<file path="src/sv/assert_macros.svh">
`ifndef ASSERT_MACROS_SVH
`define ASSERT_MACROS_SVH

// Property checked on every clock edge outside reset.
`define PFS_ASSERT(lbl, prop, msg) \
  lbl: assert property (@(posedge clk) disable iff (!rst_n) prop) \
    else $error(msg);

// Property checked on every clock edge, reset included.
`define PFS_ASSERT_ALWAYS(lbl, prop, msg) \
  lbl: assert property (@(posedge clk) prop) else $error(msg);

`endif

</file>
<file path="src/sv/pfsma_pkg.sv">
`timescale 1ns / 1ps

package pfsma_pkg;

  localparam int COUNT_W  = 14;   // bridge count and calibration counts
  localparam int RATE_W   = 10;   // rated range register
  localparam int DIV_W    = 14;   // divisor magnitude
  localparam int PROD_W   = COUNT_W + RATE_W;
  localparam int NUM_W    = 31;   // dividend magnitude, |d| * rated * 100
  localparam int DCNT_W   = $clog2(NUM_W);
  localparam int RAW_W    = 11;
  localparam int TEMP_W   = 12;
  localparam int TPROD_W  = 22;
  localparam int PRES_W   = 16;
  localparam int CFG_IDX_W = 2;

  localparam logic [COUNT_W-1:0] ZERO_RST  = 14'd1638;
  localparam logic [COUNT_W-1:0] FULL_RST  = 14'd14745;
  localparam logic [RATE_W-1:0]  RATED_RST = 10'd10;

  localparam logic [CFG_IDX_W-1:0] CFG_COUNT_ZERO = 2'd0;
  localparam logic [CFG_IDX_W-1:0] CFG_COUNT_FULL = 2'd1;
  localparam logic [CFG_IDX_W-1:0] CFG_RATED      = 2'd2;

  localparam logic ACT_FRAME = 1'b0;
  localparam logic ACT_READ  = 1'b1;
  localparam logic [1:0] STATUS_OK = 2'd0;

  localparam logic [NUM_W-1:0]   PCT_SCALE  = 31'd100;
  localparam logic [NUM_W-1:0]   OFFSET_PCT = 31'd100;
  localparam logic [NUM_W-1:0]   SAT_LIMIT  = 31'd65635;   // 65535 + offset
  localparam logic [TPROD_W-1:0] TEMP_SCALE = 22'd2000;
  localparam logic [RAW_W:0]     TEMP_DIV   = 12'd2047;
  localparam logic [TEMP_W-1:0]  TEMP_BIAS  = 12'd500;

  typedef enum logic [2:0] {
    ST_IDLE,
    ST_PREP,
    ST_MUL,
    ST_SCALE,
    ST_START,
    ST_DIV,
    ST_FIN
  } pfsma_state_t;

  typedef struct packed {
    logic busy;
    logic done;
  } div_stat_t;

endpackage

</file>
<file path="src/sv/pfsma_div.sv">
`timescale 1ns / 1ps
`include "assert_macros.svh"

module pfsma_div
  import pfsma_pkg::*;
(
  input  logic             clk,
  input  logic             rst_n,
  input  logic             start,
  input  logic [NUM_W-1:0] dividend,
  input  logic [DIV_W-1:0] divisor,
  output div_stat_t        stat,
  output logic [NUM_W-1:0] quotient
);

  logic             busy_r;
  logic             done_r;
  logic [DCNT_W-1:0] cnt_r;
  logic [NUM_W-1:0] quo_r;
  logic [DIV_W-1:0] rem_r;
  logic [DIV_W-1:0] dsr_r;

  logic [DIV_W:0]   sh;
  logic [DIV_W+1:0] diff;
  logic             qbit;

  // One quotient bit per cycle: shift in the next dividend bit, trial subtract.
  assign sh   = {rem_r, quo_r[NUM_W-1]};
  assign diff = {1'b0, sh} - {2'b00, dsr_r};
  assign qbit = !diff[DIV_W+1];

  always_ff @(posedge clk) begin
    if (!rst_n) begin
      busy_r <= 1'b0;
      done_r <= 1'b0;
      cnt_r  <= '0;
    end else begin
      done_r <= 1'b0;
      if (start && !busy_r) begin
        busy_r <= 1'b1;
        cnt_r  <= DCNT_W'(NUM_W - 1);
      end else if (busy_r) begin
        if (cnt_r == '0) begin
          busy_r <= 1'b0;
          done_r <= 1'b1;
        end else begin
          cnt_r <= cnt_r - 1'b1;
        end
      end
    end
  end

  always_ff @(posedge clk) begin
    if (start && !busy_r) begin
      quo_r <= dividend;
      rem_r <= '0;
      dsr_r <= divisor;
    end else if (busy_r) begin
      rem_r <= qbit ? diff[DIV_W-1:0] : sh[DIV_W-1:0];
      quo_r <= {quo_r[NUM_W-2:0], qbit};
    end
  end

  assign stat.busy = busy_r;
  assign stat.done = done_r;
  assign quotient  = quo_r;

  `PFS_ASSERT(a_div_starts, start && !busy_r |=> busy_r, "divider did not start")
  `PFS_ASSERT(a_div_ends, busy_r && cnt_r == '0 |=> done_r && !busy_r, "divider did not end")
  `PFS_ASSERT_ALWAYS(a_div_rst, !rst_n |=> !busy_r && !done_r, "divider active after reset")

endmodule

</file>
<file path="src/sv/pressure_frame_scaler_moving_average.sv">
`timescale 1ns / 1ps
`include "assert_macros.svh"

// Bridge pressure sensor frame decoder with a moving average over WINDOW
// samples. A frame request (in_tuser = 0) decodes status, 14-bit count and
// temperature; a frame with status zero is scaled to pressure * 100 and
// enters the window. A read request (in_tuser = 1) returns the window sum
// divided by WINDOW and clears the window and the sum; the write position
// is kept. Every request goes through the shared bit-serial divider, which
// produces one quotient bit per cycle over 31 bits. The next request is
// accepted once the result has moved to the output register, even if it
// is not yet taken. Calibration registers must be written only while idle;
// the block itself does not enforce it.

module pressure_frame_scaler_moving_average
  import pfsma_pkg::*;
#(
  parameter int WINDOW = 50
) (
  input  logic                 clk,
  input  logic                 rst_n,
  input  logic                 cfg_wr_en,
  input  logic [CFG_IDX_W-1:0] cfg_index,
  input  logic [COUNT_W-1:0]   cfg_wdata,
  input  logic                 in_tvalid,
  output logic                 in_tready,
  // [7:0] frame_byte0, [15:8] frame_byte1, [23:16] frame_byte2, [31:24] frame_byte3
  input  logic [31:0]          in_tdata,
  // [0] action
  input  logic                 in_tuser,
  output logic                 out_tvalid,
  input  logic                 out_tready,
  // [15:0] average_pressure, [31:16] sample_pressure, [43:32] temperature_tenths,
  // [45:44] sensor_status, [46] sample_taken, [47] zero
  output logic [47:0]          out_tdata
);

  localparam int IDX_W = $clog2(WINDOW);
  localparam int SUM_W = PRES_W + $clog2(WINDOW);

  pfsma_state_t state_r, state_nxt;

  logic [COUNT_W-1:0] zero_r, full_r;
  logic [RATE_W-1:0]  rated_r;

  logic               act_r;
  logic [1:0]         status_r;
  logic [COUNT_W-1:0] count_r;
  logic [RAW_W-1:0]   raw_r;
  logic [TEMP_W-1:0]  temp_r;
  logic [DIV_W-1:0]   dmag_r, smag_r;
  logic               neg_r, szero_r;
  logic [PROD_W-1:0]  prod_r;
  logic [NUM_W-1:0]   num_r;

  logic [SUM_W-1:0]   sum_r;
  logic [IDX_W-1:0]   idx_r;
  logic [WINDOW-1:0]  valid_r;
  logic [PRES_W-1:0]  mem [WINDOW];
  logic [PRES_W-1:0]  mem_q_r;

  logic               out_valid_r;
  logic [PRES_W-1:0]  avg_r, samp_r;
  logic [TEMP_W-1:0]  temp_out_r;
  logic [1:0]         stat_out_r;
  logic               taken_r;

  logic               in_req, div_start, fin_go, mem_we;
  div_stat_t          dstat;
  logic [NUM_W-1:0]   quo;
  logic [NUM_W-1:0]   div_num;
  logic [DIV_W-1:0]   div_den;
  logic [PRES_W-1:0]  p_nxt, old_val;

  logic [COUNT_W:0]   d_diff, s_diff;
  logic [TPROD_W-1:0] t_prod;
  logic [RAW_W-1:0]   t_q0;
  logic [RAW_W:0]     t_r0;
  logic [RAW_W-1:0]   t_q;

  assign in_req = in_tvalid && in_tready;

  // ---------------- control ----------------
  always_ff @(posedge clk) begin
    if (!rst_n) state_r <= ST_IDLE;
    else        state_r <= state_nxt;
  end

  always_comb begin
    state_nxt = state_r;
    in_tready = 1'b0;
    div_start = 1'b0;
    fin_go    = 1'b0;
    unique case (state_r)
      ST_IDLE: begin
        in_tready = 1'b1;
        if (in_tvalid) state_nxt = (in_tuser == ACT_READ) ? ST_START : ST_PREP;
      end
      ST_PREP:  state_nxt = ST_MUL;
      ST_MUL:   state_nxt = ST_SCALE;
      ST_SCALE: state_nxt = ST_START;
      ST_START: begin
        div_start = 1'b1;
        state_nxt = ST_DIV;
      end
      ST_DIV: if (dstat.done) state_nxt = ST_FIN;
      ST_FIN: begin
        // hold the result until the output register is free
        if (!out_valid_r || out_tready) begin
          fin_go    = 1'b1;
          state_nxt = ST_IDLE;
        end
      end
      default: state_nxt = ST_IDLE;
    endcase
  end

  // ---------------- configuration ----------------
  always_ff @(posedge clk) begin
    if (!rst_n) begin
      zero_r  <= ZERO_RST;
      full_r  <= FULL_RST;
      rated_r <= RATED_RST;
    end else if (cfg_wr_en) begin
      unique case (cfg_index)
        CFG_COUNT_ZERO: zero_r  <= cfg_wdata;
        CFG_COUNT_FULL: full_r  <= cfg_wdata;
        CFG_RATED:      rated_r <= cfg_wdata[RATE_W-1:0];
        default: ;
      endcase
    end
  end

  // ---------------- datapath ----------------
  assign d_diff = {1'b0, count_r} - {1'b0, zero_r};
  assign s_diff = {1'b0, full_r} - {1'b0, zero_r};

  // raw * 2000 / 2047: split at 2^11, fold the high part back, one correction
  assign t_prod = TPROD_W'(raw_r) * TEMP_SCALE;
  assign t_q0   = t_prod[TPROD_W-1:RAW_W];
  assign t_r0   = {1'b0, t_prod[RAW_W-1:0]} + {1'b0, t_q0};
  assign t_q    = (t_r0 >= TEMP_DIV) ? t_q0 + 1'b1 : t_q0;

  always_ff @(posedge clk) begin
    if (in_req) begin
      act_r    <= in_tuser;
      status_r <= in_tdata[7:6];
      count_r  <= {in_tdata[5:0], in_tdata[15:8]};
      raw_r    <= {in_tdata[23:16], in_tdata[31:29]};
    end
    if (state_r == ST_PREP) begin
      dmag_r  <= d_diff[COUNT_W] ? DIV_W'(-d_diff) : d_diff[DIV_W-1:0];
      smag_r  <= s_diff[COUNT_W] ? DIV_W'(-s_diff) : s_diff[DIV_W-1:0];
      neg_r   <= d_diff[COUNT_W] ^ s_diff[COUNT_W];
      szero_r <= (s_diff == '0);
      temp_r  <= TEMP_W'(t_q) - TEMP_BIAS;
    end
    if (state_r == ST_MUL)   prod_r <= PROD_W'(dmag_r) * PROD_W'(rated_r);
    if (state_r == ST_SCALE) num_r  <= NUM_W'(prod_r) * PCT_SCALE;
  end

  assign div_num = (act_r == ACT_READ) ? NUM_W'(sum_r) : num_r;
  assign div_den = (act_r == ACT_READ) ? DIV_W'(WINDOW) : smag_r;

  pfsma_div u_div (
    .clk      (clk),
    .rst_n    (rst_n),
    .start    (div_start),
    .dividend (div_num),
    .divisor  (div_den),
    .stat     (dstat),
    .quotient (quo)
  );

  // a negative quotient always lands below zero after the offset
  always_comb begin
    if (szero_r || neg_r || quo < OFFSET_PCT) p_nxt = '0;
    else if (quo > SAT_LIMIT)                 p_nxt = '1;
    else                                      p_nxt = PRES_W'(quo - OFFSET_PCT);
  end

  assign old_val = valid_r[idx_r] ? mem_q_r : '0;
  assign mem_we  = fin_go && (act_r == ACT_FRAME) && (status_r == STATUS_OK);

  always_ff @(posedge clk) begin
    if (mem_we) mem[idx_r] <= p_nxt;
    mem_q_r <= mem[idx_r];
  end

  always_ff @(posedge clk) begin
    if (!rst_n) begin
      sum_r   <= '0;
      idx_r   <= '0;
      valid_r <= '0;
    end else if (fin_go && act_r == ACT_READ) begin
      sum_r   <= '0;
      valid_r <= '0;
    end else if (mem_we) begin
      sum_r          <= sum_r - SUM_W'(old_val) + SUM_W'(p_nxt);
      valid_r[idx_r] <= 1'b1;
      idx_r          <= (idx_r == IDX_W'(WINDOW - 1)) ? '0 : idx_r + 1'b1;
    end
  end

  // ---------------- output register ----------------
  always_ff @(posedge clk) begin
    if (!rst_n)          out_valid_r <= 1'b0;
    else if (fin_go)     out_valid_r <= 1'b1;
    else if (out_tready) out_valid_r <= 1'b0;
  end

  always_ff @(posedge clk) begin
    if (fin_go) begin
      if (act_r == ACT_READ) begin
        avg_r      <= quo[PRES_W-1:0];
        samp_r     <= '0;
        temp_out_r <= '0;
        stat_out_r <= '0;
        taken_r    <= 1'b0;
      end else begin
        avg_r      <= '0;
        samp_r     <= (status_r == STATUS_OK) ? p_nxt : '0;
        temp_out_r <= temp_r;
        stat_out_r <= status_r;
        taken_r    <= (status_r == STATUS_OK);
      end
    end
  end

  assign out_tvalid = out_valid_r;
  assign out_tdata  = {1'b0, taken_r, stat_out_r, temp_out_r, samp_r, avg_r};

  `PFS_ASSERT(a_idle_div_free, in_tready |-> !dstat.busy, "divider busy while idle")
  `PFS_ASSERT(a_done_in_div, dstat.done |-> state_r == ST_DIV, "divider done outside wait")
  `PFS_ASSERT(a_read_clears, fin_go && act_r == ACT_READ |=> sum_r == '0 && valid_r == '0,
              "read did not clear window")

endmodule
</file>
<file path="config.mk">
export PLATFORM = sky130hd
export DESIGN_NAME = pressure_frame_scaler_moving_average
export DESIGN_NICKNAME = d
export VERILOG_FILES = /design/src/sv/pfsma_pkg.sv /design/src/sv/pfsma_div.sv /design/src/sv/pressure_frame_scaler_moving_average.sv
export VERILOG_INCLUDE_DIRS = /design/src /design/src/sv
export SDC_FILE = /design/constraint.sdc
export NUM_CORES = 2
export LEC_CHECK = 0
export ABC_AREA = 1
export BUFFER_PORTS_ARGS = -buffer_cell sky130_fd_sc_hd__buf_2
export CAP_MARGIN = 20
export CORE_UTILIZATION = 30
export DETAILED_ROUTE_END_ITERATION = 8
export MAX_ROUTING_LAYER = met4
export PLACE_DENSITY = 0.55
export RECOVER_POWER = 50
export SYNTH_ARGS = -nofsm -noshare
export SYNTH_HDL_FRONTEND = slang
export SYNTH_SLANG_ARGS = --single-unit
</file>
<file path="constraint.sdc">
create_clock -name clk -period 9.55 [get_ports clk]
set_clock_uncertainty 0.05 [all_clocks]
set_input_delay 1.4325 -clock clk [delete_from_list [all_inputs] [get_ports clk]]
set_output_delay 1.4325 -clock clk [all_outputs]
set_load 0.01 [all_outputs]
</file>
# == Yosys cells after proc, flatten, opt, wreduce, memory -nomap -nowiden ==
# Memory sizes are Yosys's and may differ from the RTL's. A register that Yosys moved wholly into a read port is not among the register bits.
# Cells that the tools add are included.
# totals
latchBits,0
wordCells,139
ram_bits,800
n_memories,1
output_inout_bits,50
romBits,0
regBits,356
# mem_list
memory,depth,width,read_ports,rd_clocked_by_memory_dff,wr,line,text
mem,50,16,1,1,1,pressure_frame_scaler_moving_average.sv:59,logic [PRES_W-1:0] mem [WINDOW];
# op_classes
div,0
eq_ne,13
n_shift,0
add_sub_neg,13
magnitude_cmp,5
n_mux,35
n_bitwise,8
reduce_logical,30
mul,3
# op_table
operator,count
31-bit 2-to-1 mux,3
50-bit bitwise OR,1
16-bit 2-to-1 mux,3
14-bit 2-to-1 mux,3
31-bit by 17-bit > comparator with 1-bit output (second input constant),1
31-bit by 7-bit less-than comparator with 1-bit output (second input constant),1
14-bit by 14-bit subtractor with 15-bit output,2
24-bit by 5-bit multiplier with 29-bit output (second input constant),1
14-bit negator,2
14-bit by 10-bit multiplier with 24-bit output,1
22-bit by 16-bit adder with 22-bit output,1
22-bit by 16-bit subtractor with 22-bit output,1
3-bit case mux with 7 select lines,1
11-bit by 7-bit multiplier with 18-bit output (second input constant),1
15-bit by 14-bit subtractor with 16-bit output,1
16-bit by 7-bit subtractor with 16-bit output (second input constant),1
15-bit logical NOT,1
5-bit 2-to-1 mux,3
1-bit 2-to-1 mux,14
11-bit by 11-bit adder with 12-bit output,1
12-bit by 11-bit greater-or-equal comparator with 1-bit output (second input constant),1
3-bit 2-to-1 mux,4
2-bit AND reduction,6
11-bit by 9-bit subtractor with 12-bit output (second input constant),1
other kinds (29),52

# == Depth between registers and ports, before layout ==
# depth
depth_word,8
mapped_depth,40
mapped_depth_nobuf,39

# == Hierarchy ==
# From an unflattened synthesis, not the netlist that was laid out.
# hier_totals
hier_cells,5008
area_unflattened_um2,56939.6
# by_module_without_submodules
module,n_inst,area_each_um2,cells_per_inst,seq_area_each_um2
pressure_frame_scaler_moving_average,1,53242.3,4540,31850.5
pfsma_div,1,3697.3,468,1771.7

# == Least setup slack after synthesis ==
# Ideal clock, no wire load.
# synth_path
path_type,reg-to-reg
start,register raw_r[1]
end,register temp_r[8] (data pin)
arrival_time_ps,6066
path_stages_with_launch,34
slack_ps,3179
n_path_buf,1
cell_sequence,edfxtp_1 -> fa_1 -> fa_1 -> inv_1 -> fa_1 -> fa_1 -> inv_1 -> ha_1 -> nand2_1 -> nand2_1 -> nand2_1 -> nand2_1 -> a21oi_1 -> o21bai_1 -> xor2_2 -> inv_1 -> ha_1 -> fa_1 -> nand2_1 -> a21oi_1 -> o21ai_0 -> nor3_1 -> nand2_1 -> nor2_4 -> nand3_4 -> nand2_4 -> buf_8 -> nand2_4 -> nand2_4 -> ha_1 -> nor2_1 -> nand2_1 -> o21ai_1 -> and2_1
# synth_between
elab_chain_cells,5
# synth_rtl
element,line,text
"start, declared",pressure_frame_scaler_moving_average.sv:49,logic [RAW_W-1:0] raw_r;
"start signal, assigned",pressure_frame_scaler_moving_average.sv:149,"raw_r <= {in_tdata[23:16], in_tdata[31:29]};"
11-bit by 7-bit multiplier with 18-bit output *,pressure_frame_scaler_moving_average.sv:139,assign t_prod = TPROD_W'(raw_r) * TEMP_SCALE;
11-bit by 11-bit adder with 12-bit output,pressure_frame_scaler_moving_average.sv:141,"assign t_r0 = {1'b0, t_prod[RAW_W-1:0]} + {1'b0, t_q0};"
12-bit by 11-bit greater-or-equal comparator with 1-bit output,pressure_frame_scaler_moving_average.sv:142,assign t_q = (t_r0 >= TEMP_DIV) ? t_q0 + 1'b1 : t_q0;
11-bit 2-to-1 mux *,pressure_frame_scaler_moving_average.sv:142,
11-bit by 9-bit subtractor with 12-bit output *,pressure_frame_scaler_moving_average.sv:156,temp_r <= TEMP_W'(t_q) - TEMP_BIAS;
"end signal, assigned",pressure_frame_scaler_moving_average.sv:156,
"end, declared",pressure_frame_scaler_moving_average.sv:50,logic [TEMP_W-1:0] temp_r;
# Every way passes the cells marked *; elsewhere a longest branch is shown, timed or not.
# A chain may end at the register's enable or synchronous reset.

# == Final worst setup path ==
# layout_path
start,register idx_r[1]
end,register sum_r[19]
# layout_between
elab_chain_cells,5
# layout_rtl
element,line,text
"start, declared",pressure_frame_scaler_moving_average.sv:57,logic [IDX_W-1:0] idx_r;
"start signal, assigned",pressure_frame_scaler_moving_average.sv:201,idx_r <= (idx_r == IDX_W'(WINDOW - 1)) ? '0 : idx_r + 1'b1;
1-bit binary-select mux with 6-bit select,pressure_frame_scaler_moving_average.sv:182,assign old_val = valid_r[idx_r] ? mem_q_r : '0;
1-bit 2-to-1 mux (not written as such),pressure_frame_scaler_moving_average.sv:182,
16-bit 2-to-1 mux,pressure_frame_scaler_moving_average.sv:182,
22-bit by 16-bit subtractor with 22-bit output,pressure_frame_scaler_moving_average.sv:199,sum_r <= sum_r - SUM_W'(old_val) + SUM_W'(p_nxt);
22-bit by 16-bit adder with 22-bit output,pressure_frame_scaler_moving_average.sv:199,
"end signal, assigned",pressure_frame_scaler_moving_average.sv:199,
"end, declared",pressure_frame_scaler_moving_average.sv:56,logic [SUM_W-1:0] sum_r;
# Every way passes these cells. The select of a mux whose other input is x is not followed.

==> key figures <==
Synthesis
  – Ys async rst share: 0%
  – Register area share after synthesis: 60.0%
  – Primary FF master, synth: edfxtp_1
  – Mapped cell area: 56100 µm²
  – Post-synth top area cell: edfxtp_1
  – Number of synthesized flops with an enable pin: 1015
  – Syn Area/Cell: 11.7 µm²
  – Synth area leaders: edfxtp_1 (54%), fa_1 (6.0%), ha_1 (5.7%)
  – Yosys top cell area share: 54.4%
  – Synth top cells by count: edfxtp_1 (1015), nand2_1 (758), inv_1 (652)
  – Syn. warnings: 0
  – Most common cell in the netlist: edfxtp_1
  – Post-Synthesis Cells: 4797
  – Netlist cell types: 64
  – Number of synthesized register bits: 1172
  – Net Count, Synth: 5275

Clock tree
  – Num CTS Buffers: 115
  – CTS sink cnt: 1172
  – TritonCTS clock tree: built
  – Setup Fix Bufs, Post-CTS: 0
  – CTS root buf: clkbuf_16
  – Deepest level of the CTS H-tree: 3
  – CTS Buffer Depth: 3
  – Hold_buf cts: 0
  – CTS clk-pin slew, worst paths: 0.06 ns
  – Worst skew pair latency: 0.77 ns
  – CTS-repair resized insts: 0

Critical path
  – R2r setup slk: 1.81 ns
  – Endpoint type of the worst setup path: register
  – Crit path launch type: register
  – Capturing point of the worst reg2reg path: sum_r[19]
  – Cell depth of the worst setup path: 28
  – Reg-to-Reg Start: idx_r[1]
  – Worst EP arrival: 8.32 ns
  – Setup CP Type: reg2reg
  – CP top delay family: simple AND/OR/NAND/NOR gates
  – Slowest CP cell: nor2_1
  – Crit path buf inv count: 6
  – Worst path most repeated cell: a21oi_1
  – Worst path max stage delay: 1.52 ns
  – Worst Path Max Fanout: 32
  – Worst Path Required: 10.13 ns
  – Worst-case reg-to-reg path depth: 28

Drt
  – Drt wl/cell: 19.1 µm
  – Via count: 35975
  – Met3 wire len: 8130 µm
  – Met2 WL: 67700 µm
  – DRT Pass-1 Iters: 5
  – Met1 Wirelength: 63800 µm
  – Top Metal Used: met4
  – Drc violations: 0
  – ANT nets after route: 0
  – DRT iter0 DRCs: 3103
  – Final wirelength: 144000 µm
  – Post-DR vias/cell: 4.78

Floorplanning
  – Starting Density: 30.2%
  – CORE AREA: 185000 µm²
  – I/O Pins: 104
  – Die Ht: 434 µm
  – Site Rows: 158
  – Die width: 434 µm
  – Die area: 189000 µm²

Placed design
  – IO Port Bufs: 97
  – GPL Wtd Cong: 0.870
  – HPWL after DPL: 92700 µm

Global routing
  – Initial antenna violation count: 0
  – Total GRT Usage: 15.6%
  – Vias in the first global route: 35394
  – First-pass GRT wire length: 217000 µm
  – Gr ovfl total: 0
  – Largest net degree at the start of global routing: 104

Hold path
  – Worst hold path stage count: 2
  – Hold EP: u_div.cnt_r[4]
  – Min-delay src: u_div.cnt_r[4]
  – Worst Hold Class: reg2reg

Layout
  – Share of layout cells above drive strength 1: 7.52%
  – Fin nets: 5428
  – Area grow syn2layout: 13.5%
  – Filler Cell Count: 18425
  – Area of the multi-input gates: 19400 µm²
  – Storage cell area: 33600 µm²

Status
  – Status: finished with violations
  – Failing checks: max-capacitance violations, max-slew violations

STA
  – Max Fclk: 129 MHz
  – Fin crit period: 7.74 ns
  – Pins Over Slew Limit: 1072
  – Final setup TNS: 0 ns
  – Tcrit/Tclk final: 81.1%
  – Worst-margin pin slew: 3.71 ns
  – Final setup violation count: 0
  – RSZ-0062 raised after global routing: false
  – Max_slew headroom: -148%
  – Final Hold Fails: 0

Flow run
  – Maxcap violations: 24
==> layout make-up <==
type / instances / area share [%]
Multi-Input combinational cell: 2786 / 30.5
Clock buffer: 150 / 4.88
Sequential cell: 1172 / 52.9
Clock inverter: 67 / 1.00
Timing Repair Buffer: 212 / 2.00
Antenna cell: 1 / 0.00393
Tap cell: 2480 / 4.88
Inverter: 663 / 3.91
==> cells in the final DEF (no fill, tap or decap), types with 128 or more instances in the layout <==
master and count:
nand3_1 128, edfxtp_1 1015, nand2_1 758, fa_1 167
dfxtp_1 157, ha_1 257, nor2_1 324, a21oi_1 202
o21ai_0 136, inv_1 650
==> registers in the layout (all words and copies together), names as in the netlist, 16 cells and up <==
| name | count |
|---|---|
| mem | 800 |
| valid_r | 50 |
| u_div.quotient | 31 |
| num_r | 29 |
| prod_r | 24 |
| sum_r | 22 |
| avg_r | 16 |
| mem_q_r | 16 |
| samp_r | 16 |
==> logic make-up after synthesis <==
family          count (synthesis)  share of synthesized area, %
compound gates                786                          9.51
xor+xnor                      146                          2.31
fa+ha+maj                     424                          11.7
buf+inv                       839                          5.68
flops                        1172                          60.0
other cells                     1                       0.00669
simple gates                 1429                          10.8
==> per-stage QoR <==
| stage | instances | setup WS (ns) | area (µm²) | util [%] | hold WS (ns) |
|---|---|---|---|---|---|
| final | 7531 | 1.81 | 63600 | 34.3 | 0.401 |
| after global routing | 7530 | 1.27 | 63600 | 34.3 | 0.428 |
| after CTS | 7529 | 2.56 | 63800 | 34.4 | 0.402 |
| after detailed placement | 7312 | 2.58 | 60000 | 32.4 | 0.393 |
| after global placement | 7308 | 2.58 | 60000 | 32.3 | 0.388 |
| after floorplan | 4797 | 3.18 | 56100 | - | 0.373 |
==> worst reg2reg max path: cells and delay by family, from the launching register on <==
kind | cells | cell delay (ns)
flops | 1 | 0.39
fa+ha+maj | 2 | 0.68
simple gates | 9 | 2.64
compound gates | 10 | 2.21
buf+inv | 6 | 1.51
xor+xnor | 1 | 0.14
==> how the worst max path moves through the flow <==
stage	end	startpoint	slack, ns
floorplan	temp_r[8]	raw_r[1]	3.18
global placement	temp_r[8]	raw_r[1]	2.58
detailed placement	temp_r[8]	raw_r[1]	2.58
CTS	temp_r[8]	raw_r[1]	2.56
global route	sum_r[19]	idx_r[1]	1.27
finish	sum_r[19]	idx_r[1]	1.81
==> layer usage <==
metal | vias to the layer above | GRT usage [%]
li1 | 17058 | -
met2 | 972 | 25.1
met3 | 212 | 2.14
met1 | 17733 | 20.4
met5 | - | -
met4 | 0 | 4.41
Power is left out: the tool's default activity adds up to more than one toggle a clock period on the data nets, which glitch-free logic cannot reach.
